--- config.mk ---
export PLATFORM = sky130hd
export DESIGN_NAME = terminal_escape_key_decoder_core_flat
export DESIGN_NICKNAME = d
export VERILOG_FILES = /design/src/rtl/tekd_pkg.sv /design/src/rtl/tekd_if.sv /design/src/rtl/tekd_in_stage.sv /design/src/rtl/tekd_decoder.sv /design/src/rtl/tekd_out_reg.sv /design/src/rtl/terminal_escape_key_decoder_core.sv /design/src/flat_wrapper.sv
export SDC_FILE = /design/constraint.sdc
export NUM_CORES = 1
export LEC_CHECK = 0
export ABC_AREA = 1
export BUFFER_PORTS_ARGS = -buffer_cell sky130_fd_sc_hd__buf_4
export CAP_MARGIN = 5
export CORE_MARGIN = 2
export CORE_UTILIZATION = 45
export CTS_CLUSTER_DIAMETER = 100
export DETAILED_ROUTE_END_ITERATION = 8
export GPL_TIMING_DRIVEN = 0
export PLACE_DENSITY = 0.65
export SLEW_MARGIN = 25
export SYNTH_ARGS = -nofsm -noshare
export SYNTH_HDL_FRONTEND = slang
export SYNTH_SLANG_ARGS = --single-unit
--- constraint.sdc ---
create_clock -name clk -period 5.2 [get_ports clk]
set_clock_uncertainty 0.2 [all_clocks]
set_input_delay 0.52 -clock clk [delete_from_list [all_inputs] [get_ports clk]]
set_output_delay 0.52 -clock clk [all_outputs]
set_load 0.03 [all_outputs]
--- src/rtl/tekd_pkg.sv ---
// tekd_pkg: types, byte codes and key codes for the terminal escape key decoder
// no dependencies; used by the interfaces and every rtl module
package tekd_pkg;

	localparam int unsigned CFG_W = 8;
	localparam logic [CFG_W-1:0] TIMEOUT_RESET = 8'd25;

	// request kinds
	localparam logic REQ_BYTE = 1'b0;
	localparam logic REQ_TICK = 1'b1;

	// event kinds
	localparam logic EVT_KEY   = 1'b0;
	localparam logic EVT_BREAK = 1'b1;

	// control bytes
	localparam logic [7:0] CH_ETX   = 8'h03;
	localparam logic [7:0] CH_ESC   = 8'h1b;
	localparam logic [7:0] CH_DEL   = 8'h7f;
	localparam logic [7:0] CH_BS    = 8'h08;
	localparam logic [7:0] CH_SS3   = 8'h4f; // 'O'
	localparam logic [7:0] CH_CSI   = 8'h5b; // '['
	localparam logic [7:0] CH_TILDE = 8'h7e;
	localparam logic [7:0] CH_P     = 8'h50;
	localparam logic [7:0] CH_S     = 8'h53;
	localparam logic [7:0] CH_A     = 8'h41;
	localparam logic [7:0] CH_B     = 8'h42;
	localparam logic [7:0] CH_C     = 8'h43;
	localparam logic [7:0] CH_D     = 8'h44;
	localparam logic [7:0] CH_H     = 8'h48;
	localparam logic [7:0] CH_F     = 8'h46;
	localparam logic [7:0] CH_0     = 8'h30;
	localparam logic [7:0] CH_1     = 8'h31;
	localparam logic [7:0] CH_2     = 8'h32;
	localparam logic [7:0] CH_3     = 8'h33;
	localparam logic [7:0] CH_5     = 8'h35;
	localparam logic [7:0] CH_7     = 8'h37;
	localparam logic [7:0] CH_8     = 8'h38;
	localparam logic [7:0] CH_9     = 8'h39;

	// key codes
	localparam logic [7:0] KEY_F1    = 8'h81;
	localparam logic [7:0] KEY_UP    = 8'hb5;
	localparam logic [7:0] KEY_DOWN  = 8'hb6;
	localparam logic [7:0] KEY_RIGHT = 8'hb7;
	localparam logic [7:0] KEY_LEFT  = 8'hb4;
	localparam logic [7:0] KEY_HOME  = 8'hd2;
	localparam logic [7:0] KEY_END   = 8'hd5;
	localparam logic [7:0] KEY_DELETE = 8'hd4;
	localparam logic [7:0] KEY_F5    = 8'h85;
	localparam logic [7:0] KEY_F6    = 8'h86;
	localparam logic [7:0] KEY_F7    = 8'h87;
	localparam logic [7:0] KEY_F8    = 8'h88;
	localparam logic [7:0] KEY_F9    = 8'h89;
	localparam logic [7:0] KEY_F10   = 8'h90;

	localparam int unsigned SEQ_DEPTH = 4;

	typedef struct packed {
		logic       req_type;
		logic [7:0] rx_byte;
	} req_t;

	typedef struct packed {
		logic       event_kind;
		logic [7:0] key_code;
	} evt_t;

	// one processed request: whether it yields an event, and the event
	typedef struct packed {
		logic has_evt;
		evt_t evt;
	} res_t;

endpackage

--- src/rtl/tekd_if.sv ---
// tekd_if: valid/ready channels for requests and key events
// depends on tekd_pkg
interface tekd_req_if import tekd_pkg::*; ();
	logic       valid;
	logic       ready;
	logic       req_type;
	logic [7:0] rx_byte;

	modport source(output valid, output req_type, output rx_byte, input ready);
	modport sink(input valid, input req_type, input rx_byte, output ready);
endinterface

interface tekd_evt_if import tekd_pkg::*; ();
	logic       valid;
	logic       ready;
	logic       event_kind;
	logic [7:0] key_code;

	modport source(output valid, output event_kind, output key_code, input ready);
	modport sink(input valid, input event_kind, input key_code, output ready);
endinterface

--- src/rtl/tekd_in_stage.sv ---
// tekd_in_stage: input register for one request, refilled every cycle it drains
// depends on tekd_pkg
module tekd_in_stage import tekd_pkg::*; (
	input  logic clk,
	input  logic arst_n,
	input  logic in_valid,
	output logic in_ready,
	input  req_t in_req,
	input  logic advance,
	output logic valid_s1,
	output req_t req_s1
);

	logic valid_q;

	assign in_ready = !valid_q || advance;
	assign valid_s1 = valid_q;

	always_ff @(posedge clk or negedge arst_n) begin
		if (!arst_n) begin
			valid_q <= 1'b0;
		end else if (in_ready) begin
			valid_q <= in_valid;
		end
	end

	always_ff @(posedge clk) begin
		if (in_ready && in_valid) begin
			req_s1 <= in_req;
		end
	end

endmodule

--- src/rtl/tekd_decoder.sv ---
// tekd_decoder: escape sequence state, timeout counter, timeout register and key decode
// depends on tekd_pkg
module tekd_decoder import tekd_pkg::*; (
	input  logic             clk,
	input  logic             arst_n,
	input  logic             cfg_we,
	input  logic [CFG_W-1:0] cfg_wdata,
	input  logic             fire,
	input  req_t             req,
	output res_t             res
);

	typedef struct packed {
		logic       done;
		logic       bad;
		logic [7:0] code;
	} dec_t;

	logic [CFG_W-1:0] timeout_cfg_q;
	logic             in_escape_q;
	logic [2:0]       seq_count_q;
	logic [7:0]       timeout_left_q;
	logic [7:0]       seq_bytes_q [SEQ_DEPTH];

	logic [7:0] seq_now [SEQ_DEPTH];
	logic [1:0] wr_idx;
	logic [2:0] n_next;
	logic       count_bad;
	dec_t       dec;

	logic       in_escape_d;
	logic [2:0] seq_count_d;
	logic [7:0] timeout_left_d;

	function automatic logic is_digit(input logic [7:0] ch);
		return (ch >= CH_0) && (ch <= CH_9);
	endfunction

	function automatic dec_t decode(input logic [2:0] n, input logic [7:0] a,
			input logic [7:0] b, input logic [7:0] c, input logic [7:0] d);
		dec_t r;
		r.done = 1'b1;
		r.bad  = 1'b1;
		r.code = 8'h00;
		if (a == CH_SS3) begin
			if (n == 3'd2) begin
				r.done = 1'b0;
			end else if (n == 3'd3 && b >= CH_P && b <= CH_S) begin
				r.bad  = 1'b0;
				r.code = KEY_F1 + (b - CH_P);
			end
		end else if (a == CH_CSI) begin
			case (n)
				3'd2: r.done = 1'b0;
				3'd3: begin
					r.bad = 1'b0;
					case (b)
						CH_A: r.code = KEY_UP;
						CH_B: r.code = KEY_DOWN;
						CH_C: r.code = KEY_RIGHT;
						CH_D: r.code = KEY_LEFT;
						CH_H: r.code = KEY_HOME;
						CH_F: r.code = KEY_END;
						CH_1, CH_2, CH_3: r.done = 1'b0;
						default: r.bad = 1'b1;
					endcase
				end
				3'd4: begin
					if (b == CH_3) begin
						if (c == CH_TILDE) begin
							r.bad  = 1'b0;
							r.code = KEY_DELETE;
						end
					end else if ((b == CH_1 || b == CH_2) && is_digit(c)) begin
						r.done = 1'b0;
						r.bad  = 1'b0;
					end
				end
				3'd5: begin
					if (d == CH_TILDE) begin
						r.bad = 1'b0;
						// two-digit function key numbers
						if (b == CH_1 && c == CH_5)      r.code = KEY_F5;
						else if (b == CH_1 && c == CH_7) r.code = KEY_F6;
						else if (b == CH_1 && c == CH_8) r.code = KEY_F7;
						else if (b == CH_1 && c == CH_9) r.code = KEY_F8;
						else if (b == CH_2 && c == CH_0) r.code = KEY_F9;
						else if (b == CH_2 && c == CH_1) r.code = KEY_F10;
						else                             r.bad  = 1'b1;
					end
				end
				default: r.bad = 1'b1;
			endcase
		end
		return r;
	endfunction

	assign wr_idx    = 2'(seq_count_q - 3'd1);
	assign n_next    = seq_count_q + 3'd1;
	assign count_bad = (seq_count_q == 3'd0) || (seq_count_q > 3'(SEQ_DEPTH));

	// stored bytes with the incoming byte in its slot
	always_comb begin
		for (int i = 0; i < SEQ_DEPTH; i++) begin
			seq_now[i] = (wr_idx == 2'(i)) ? req.rx_byte : seq_bytes_q[i];
		end
	end

	assign dec = decode(n_next, seq_now[0], seq_now[1], seq_now[2], seq_now[3]);

	always_comb begin
		res            = '0;
		in_escape_d    = in_escape_q;
		seq_count_d    = seq_count_q;
		timeout_left_d = timeout_left_q;
		if (req.req_type == REQ_TICK) begin
			if (in_escape_q) begin
				if (timeout_left_q <= 8'd1) begin
					timeout_left_d       = 8'd0;
					in_escape_d          = 1'b0;
					seq_count_d          = 3'd0;
					res.has_evt          = 1'b1;
					res.evt.event_kind   = EVT_BREAK;
				end else begin
					timeout_left_d = timeout_left_q - 8'd1;
				end
			end
		end else begin
			timeout_left_d = timeout_cfg_q;
			if (!in_escape_q) begin
				if (req.rx_byte == CH_ETX) begin
					res.has_evt        = 1'b1;
					res.evt.event_kind = EVT_BREAK;
				end else if (req.rx_byte == CH_ESC) begin
					in_escape_d = 1'b1;
					seq_count_d = 3'd1;
				end else begin
					res.has_evt        = 1'b1;
					res.evt.event_kind = EVT_KEY;
					res.evt.key_code   = (req.rx_byte == CH_DEL) ? CH_BS : req.rx_byte;
				end
			end else if (count_bad) begin
				in_escape_d        = 1'b0;
				seq_count_d        = 3'd0;
				res.has_evt        = 1'b1;
				res.evt.event_kind = EVT_BREAK;
			end else if (!dec.done) begin
				seq_count_d = n_next;
			end else begin
				in_escape_d        = 1'b0;
				seq_count_d        = 3'd0;
				res.has_evt        = 1'b1;
				res.evt.event_kind = dec.bad ? EVT_BREAK : EVT_KEY;
				res.evt.key_code   = dec.bad ? 8'h00 : dec.code;
			end
		end
	end

	always_ff @(posedge clk or negedge arst_n) begin
		if (!arst_n) begin
			timeout_cfg_q  <= TIMEOUT_RESET;
			in_escape_q    <= 1'b0;
			seq_count_q    <= 3'd0;
			timeout_left_q <= 8'd0;
		end else begin
			if (cfg_we) begin
				timeout_cfg_q <= cfg_wdata;
			end
			if (fire) begin
				in_escape_q    <= in_escape_d;
				seq_count_q    <= seq_count_d;
				timeout_left_q <= timeout_left_d;
			end
		end
	end

	always_ff @(posedge clk) begin
		if (fire && req.req_type == REQ_BYTE && in_escape_q && !count_bad) begin
			seq_bytes_q[wr_idx] <= req.rx_byte;
		end
	end

endmodule

--- src/rtl/tekd_out_reg.sv ---
// tekd_out_reg: result register holding one key event until the sink takes it
// depends on tekd_pkg
module tekd_out_reg import tekd_pkg::*; (
	input  logic clk,
	input  logic arst_n,
	input  logic load,
	input  evt_t evt_in,
	output logic room,
	output logic out_valid,
	input  logic out_ready,
	output evt_t evt_out
);

	logic valid_q;
	evt_t evt_q;

	assign room      = !valid_q || out_ready;
	assign out_valid = valid_q;
	assign evt_out   = evt_q;

	always_ff @(posedge clk or negedge arst_n) begin
		if (!arst_n) begin
			valid_q <= 1'b0;
		end else if (room) begin
			valid_q <= load;
		end
	end

	always_ff @(posedge clk) begin
		if (room && load) begin
			evt_q <= evt_in;
		end
	end

endmodule

--- src/rtl/terminal_escape_key_decoder_core.sv ---
// terminal_escape_key_decoder_core: terminal byte / tick requests in, key events out
// a request passes the input register, then its event is held in the result register
// throughput: one request per cycle while the event sink keeps ready high
// a request that yields no event still takes one pass through the decode stage
// reset: asynchronous, active low; idle, counters zero, timeout register back to 25 ticks
// depends on tekd_pkg, tekd_if, tekd_in_stage, tekd_decoder, tekd_out_reg
module terminal_escape_key_decoder_core import tekd_pkg::*; (
	input  logic             clk,
	input  logic             arst_n,
	input  logic             cfg_we,
	input  logic [CFG_W-1:0] cfg_wdata,
	tekd_req_if.sink         req,
	tekd_evt_if.source       evt
);

	req_t in_req;
	req_t req_s1;
	logic valid_s1;
	logic room;
	logic fire;
	res_t res;
	evt_t evt_s2;

	assign in_req.req_type = req.req_type;
	assign in_req.rx_byte  = req.rx_byte;
	assign fire            = valid_s1 && room;

	tekd_in_stage u_in (
		.clk      (clk),
		.arst_n   (arst_n),
		.in_valid (req.valid),
		.in_ready (req.ready),
		.in_req   (in_req),
		.advance  (room),
		.valid_s1 (valid_s1),
		.req_s1   (req_s1)
	);

	tekd_decoder u_dec (
		.clk       (clk),
		.arst_n    (arst_n),
		.cfg_we    (cfg_we),
		.cfg_wdata (cfg_wdata),
		.fire      (fire),
		.req       (req_s1),
		.res       (res)
	);

	tekd_out_reg u_out (
		.clk       (clk),
		.arst_n    (arst_n),
		.load      (fire && res.has_evt),
		.evt_in    (res.evt),
		.room      (room),
		.out_valid (evt.valid),
		.out_ready (evt.ready),
		.evt_out   (evt_s2)
	);

	assign evt.event_kind = evt_s2.event_kind;
	assign evt.key_code   = evt_s2.key_code;

endmodule
--- src/flat_wrapper.sv ---
// flat-port wrapper written by rule: the top's interface ports become plain ports
module terminal_escape_key_decoder_core_flat import tekd_pkg::*;
  (clk, arst_n, cfg_we, cfg_wdata, req_valid, req_req_type, req_rx_byte, req_ready, evt_valid, evt_event_kind, evt_key_code, evt_ready);
  tekd_req_if req_i ();
  tekd_evt_if evt_i ();
  input  logic clk;
  input  logic arst_n;
  input  logic cfg_we;
  input  logic [CFG_W-1:0] cfg_wdata;
  input wire logic [$bits(req_i.valid)-1:0] req_valid;
  input wire logic [$bits(req_i.req_type)-1:0] req_req_type;
  input wire logic [$bits(req_i.rx_byte)-1:0] req_rx_byte;
  output wire logic [$bits(req_i.ready)-1:0] req_ready;
  output wire logic [$bits(evt_i.valid)-1:0] evt_valid;
  output wire logic [$bits(evt_i.event_kind)-1:0] evt_event_kind;
  output wire logic [$bits(evt_i.key_code)-1:0] evt_key_code;
  input wire logic [$bits(evt_i.ready)-1:0] evt_ready;
  assign req_i.valid = req_valid;
  assign req_i.req_type = req_req_type;
  assign req_i.rx_byte = req_rx_byte;
  assign req_ready = req_i.ready;
  assign evt_valid = evt_i.valid;
  assign evt_event_kind = evt_i.event_kind;
  assign evt_key_code = evt_i.key_code;
  assign evt_i.ready = evt_ready;
  terminal_escape_key_decoder_core u_core (.clk(clk), .arst_n(arst_n), .cfg_we(cfg_we), .cfg_wdata(cfg_wdata), .req(req_i), .evt(evt_i));
endmodule
==> metrics.md <==
| Metric | Value |
|---|---|
| RSZ-0062 raised after global routing | no |
| Syn. warnings | 0 |
| Via/cell ratio | 5.022 |
| Synthesized instance count | 514 |
| Crit-path max FO | 10 |
| Ports | 33 |
| Final Critical Period | 3819 ps |
| Final Worst Setup Slack | 1381 ps |
| Final core occ | between 50% and 60% |
| Maximum clock path buffer count | 2 |
| WP data arrival | 3640 ps |
| Placed cell count | 675 |
| DR iter-0 viols | 215 |
| Post-Syn Area | 0.004312 mm² |
| Total Nets Final | 593 |
| Starting density of the core | 46.44% |
| CTS root buf | clkbuf_8 |
| Worst path max stage delay | 470 ps |
| Clk_lat worst skew | approximately 340 ps |
| Synth Register Bits | 72 |
| Largest net degree at the start of global routing | 23 |
| Critical path class | reg -> reg |
| Syn-to-layout area delta | 15.03% |
| Die ar. | 0.01038 mm² |
| Worst Setup Start Kind | flip-flop |
| Worst hold stages | 1 |
| Hold slack | 150.2 ps |
| First-pass DRT Iterations | 5 |
| Clk sinks | 72 |
| CP required | 5020 ps |
| Place WS | 1395 ps |
| Post-CTS setup buffers | 0 |
| Most used cell, CP | nand2_1 |
| Worst path slowest cell | o21ai_0 |
| Setup crit end kind | flip-flop |
| Area post-placement | 0.004713 mm² |
| Synthesized Nets | 549 |
| Vias | between 3000 and 4000 |
| Final Max Tran Viols | 0 |
| Num CTS Buffers | 9 |
| Total core area | ~0.0093 mm² |
| Critical Path, Cell by Cell | inv_1, ha_1, buf_6, o21ai_0, inv_1, ha_1, nand3_2, inv_2, nand2_1, nand2_1, clkinv_1, nand2_2, nand2_1, nor2_1, nand2_1, nand2_1, a21oi_2, o21ai_1, inv_1 |
| Detailed Route WL | 9.948 mm |
| First-pass GRT wire length | 16.20 mm |
| Htree depth | 3 |
| Hpwl dp | 7.413 mm |
| Horiz. Die Dim | 101.9 µm |
| Pleak | 2.197 nW |
| CTS clock-pin slew for the worst setup and hold paths | 80 ps |
| Post-synth EDFFs | 50 |
| Most common cell after layout, fill and taps aside | nand2_1 |
| WL per Instance | 14.38 µm |
| DR DRC count | 0 |
| Congestion Overflow GR | 0 |
| Top FF cell, synth | edfxtp_1 |
| CTS tree | built |
| Core Rows | 35 |
| Post-Layout Cell Count | slightly below 700 |
| Slew Limit Headroom | 56.92% |
| Power, Total | 1.334 mW |
| Hold WC Path Type | in -> reg |
| Ys async rst share | 30.56% |
| Status | complete, no violations |
| Synth Area per Inst | 8.388 µm² |
| Final period util | 73.43% |
| Distinct cells, synth | 39 |
| F_max | 261.9 MHz |
| Fin. Hold Viols | 0 |
| Sequential area share after synthesis | 47.68% |
| Die Ht | 101.9 µm |
| Global Route Usage Sum | 20.38% |
| PortBufs | 32 |
| Post-route cell area | 0.004960 mm² |
| Power per cell area | 269.0 mW/mm² |
| Commonest non-fill, non-tap cells in the layout | nand2_1 (131), inv_1 (65), edfxtp_1 (50) |
| Endpoints failing setup | 0 |
| FF-to-FF path depth | 19 |
| Vias in the first global route | 3274 |
| ANT cells | 0 |
| Total of max-cap violations | 0 |
| Worst Max-Slew Pin Slew | about 640 ps |
| Fill cells | 869 |
| Sum Neg Setup Slack | 0 ps |
| Final weighted congestion in routability-driven placement | 0.8990 |
| Remaining antenna violation count after routing | 0 |
| Layout cells sized above 1 | roughly a fifth |
| Peak supply drop | 0.0001581 V |
| Initial antenna violation count | 0 |
worst max-delay path, delay by kind of cell (launching register included):
kind / cells / cell delay [ps]
fa+ha+maj: 2 / 560
compound gates: 3 / 850
simple gates: 8 / 580
flops: 1 / 420
buf+inv: 6 / 870
power breakdown:
group	internal, mW	switching [mW]	total, mW
Sequential	0.654	0.0364	0.691
Combinational	0.0560	0.0911	0.147
Clock	0.277	0.220	0.496
timing repair:
item / in CTS / in global routing
endpoints found under the hold margin: 19 / 0
gates resized for setup: 0 / 0
hold buffers: 1 / 0
final timing paths:
check | from | slack [ps] | to
setup / recovery | u_core.u_dec.seq_count_q[0] | 1380 | u_core.u_out.evt_out[0]
hold / removal | req_rx_byte[4] | 150 | u_core.u_in.req_s1[4]
setup reg to reg | u_core.u_dec.seq_count_q[0] | 1380 | u_core.u_out.evt_out[0]
hold reg to reg | u_core.u_dec.timeout_cfg_q[4] | 320 | u_core.u_dec.timeout_cfg_q[4]
max in group asynchronous | arst_n | 4120 | u_core.u_dec.timeout_cfg_q[4]
min in group asynchronous | arst_n | 390 | u_core.u_dec.timeout_left_q[7]
routing by layer:
layer,vias to the layer above,track usage (%),wire [µm]
met4,0,7.077,82
met1,1591,30.65,5010
li1,1780,-,-
met5,-,0,0
met3,10,4.036,456
met2,94,29.40,4399
area by class of cell:
class                   instances  area, µm²  share of cell area (%)
plain buffers                   7      45.04                  0.9082
clock buffers                  13      212.7                   4.289
clock inverters                 3      23.77                  0.4793
inverters                      73      274.0                   5.525
multi-input cells             362       1937                   39.05
flip-flops and latches         72       2056                   41.45
well taps                     129      161.4                   3.254
repair buffers                 33      250.2                   5.045
flip-flops by register name, summed over array words and instances, names as in the netlist:
register / count
u_core.u_dec.timeout_left_q: 8
u_core.u_dec.timeout_cfg_q: 8
u_core.u_in.req_s1: 9
u_core.u_dec.seq_count_q: 3
u_core.u_out.out_valid: 1
u_core.u_out.evt_out: 9
u_core.u_dec.seq_bytes_q: 32
u_core.u_in.valid_s1: 1
u_core.u_dec.in_escape_q: 1
cell usage after synthesis (2+ instances only):
library cell  count  area (µm²)
a22oi_1           4       30.03
a21oi_1          19       95.09
nor2_4            4       45.04
dfrtp_1          19       475.5
o21ai_0          32       160.2
nand3_2           3       30.03
nand4_1           5       31.28
nand2_1         131       491.7
a21oi_2           2       17.52
o21ai_1           6       30.03
nor3_1            5       25.02
mux2_2            4       45.04
o32ai_1           3       26.28
clkinv_1          2       7.510
clkbuf_1          4       15.01
nor2_1           40       150.1
ha_1             13       162.7
inv_2             6       22.52
xor2_1            2       17.52
nor2_2            7       43.79
edfxtp_1         50        1501
inv_1            65       244.0
nand3_1          46       230.2
nand2_4           8       90.09
nand2_2          14       87.58
dfstp_2           3       78.83
nor4_1            4       25.02
buf_6             2       22.52
cell families after synthesis:
family / Yosys count / synth area share (%)
compound gates: 70 / 8.967
xor+xnor: 4 / 1.248
fa+ha+maj: 13 / 3.773
buf+inv: 80 / 7.400
flops: 72 / 47.68
mux: 4 / 1.045
simple gates: 271 / 29.89
(Power assumes the default switching activity.)
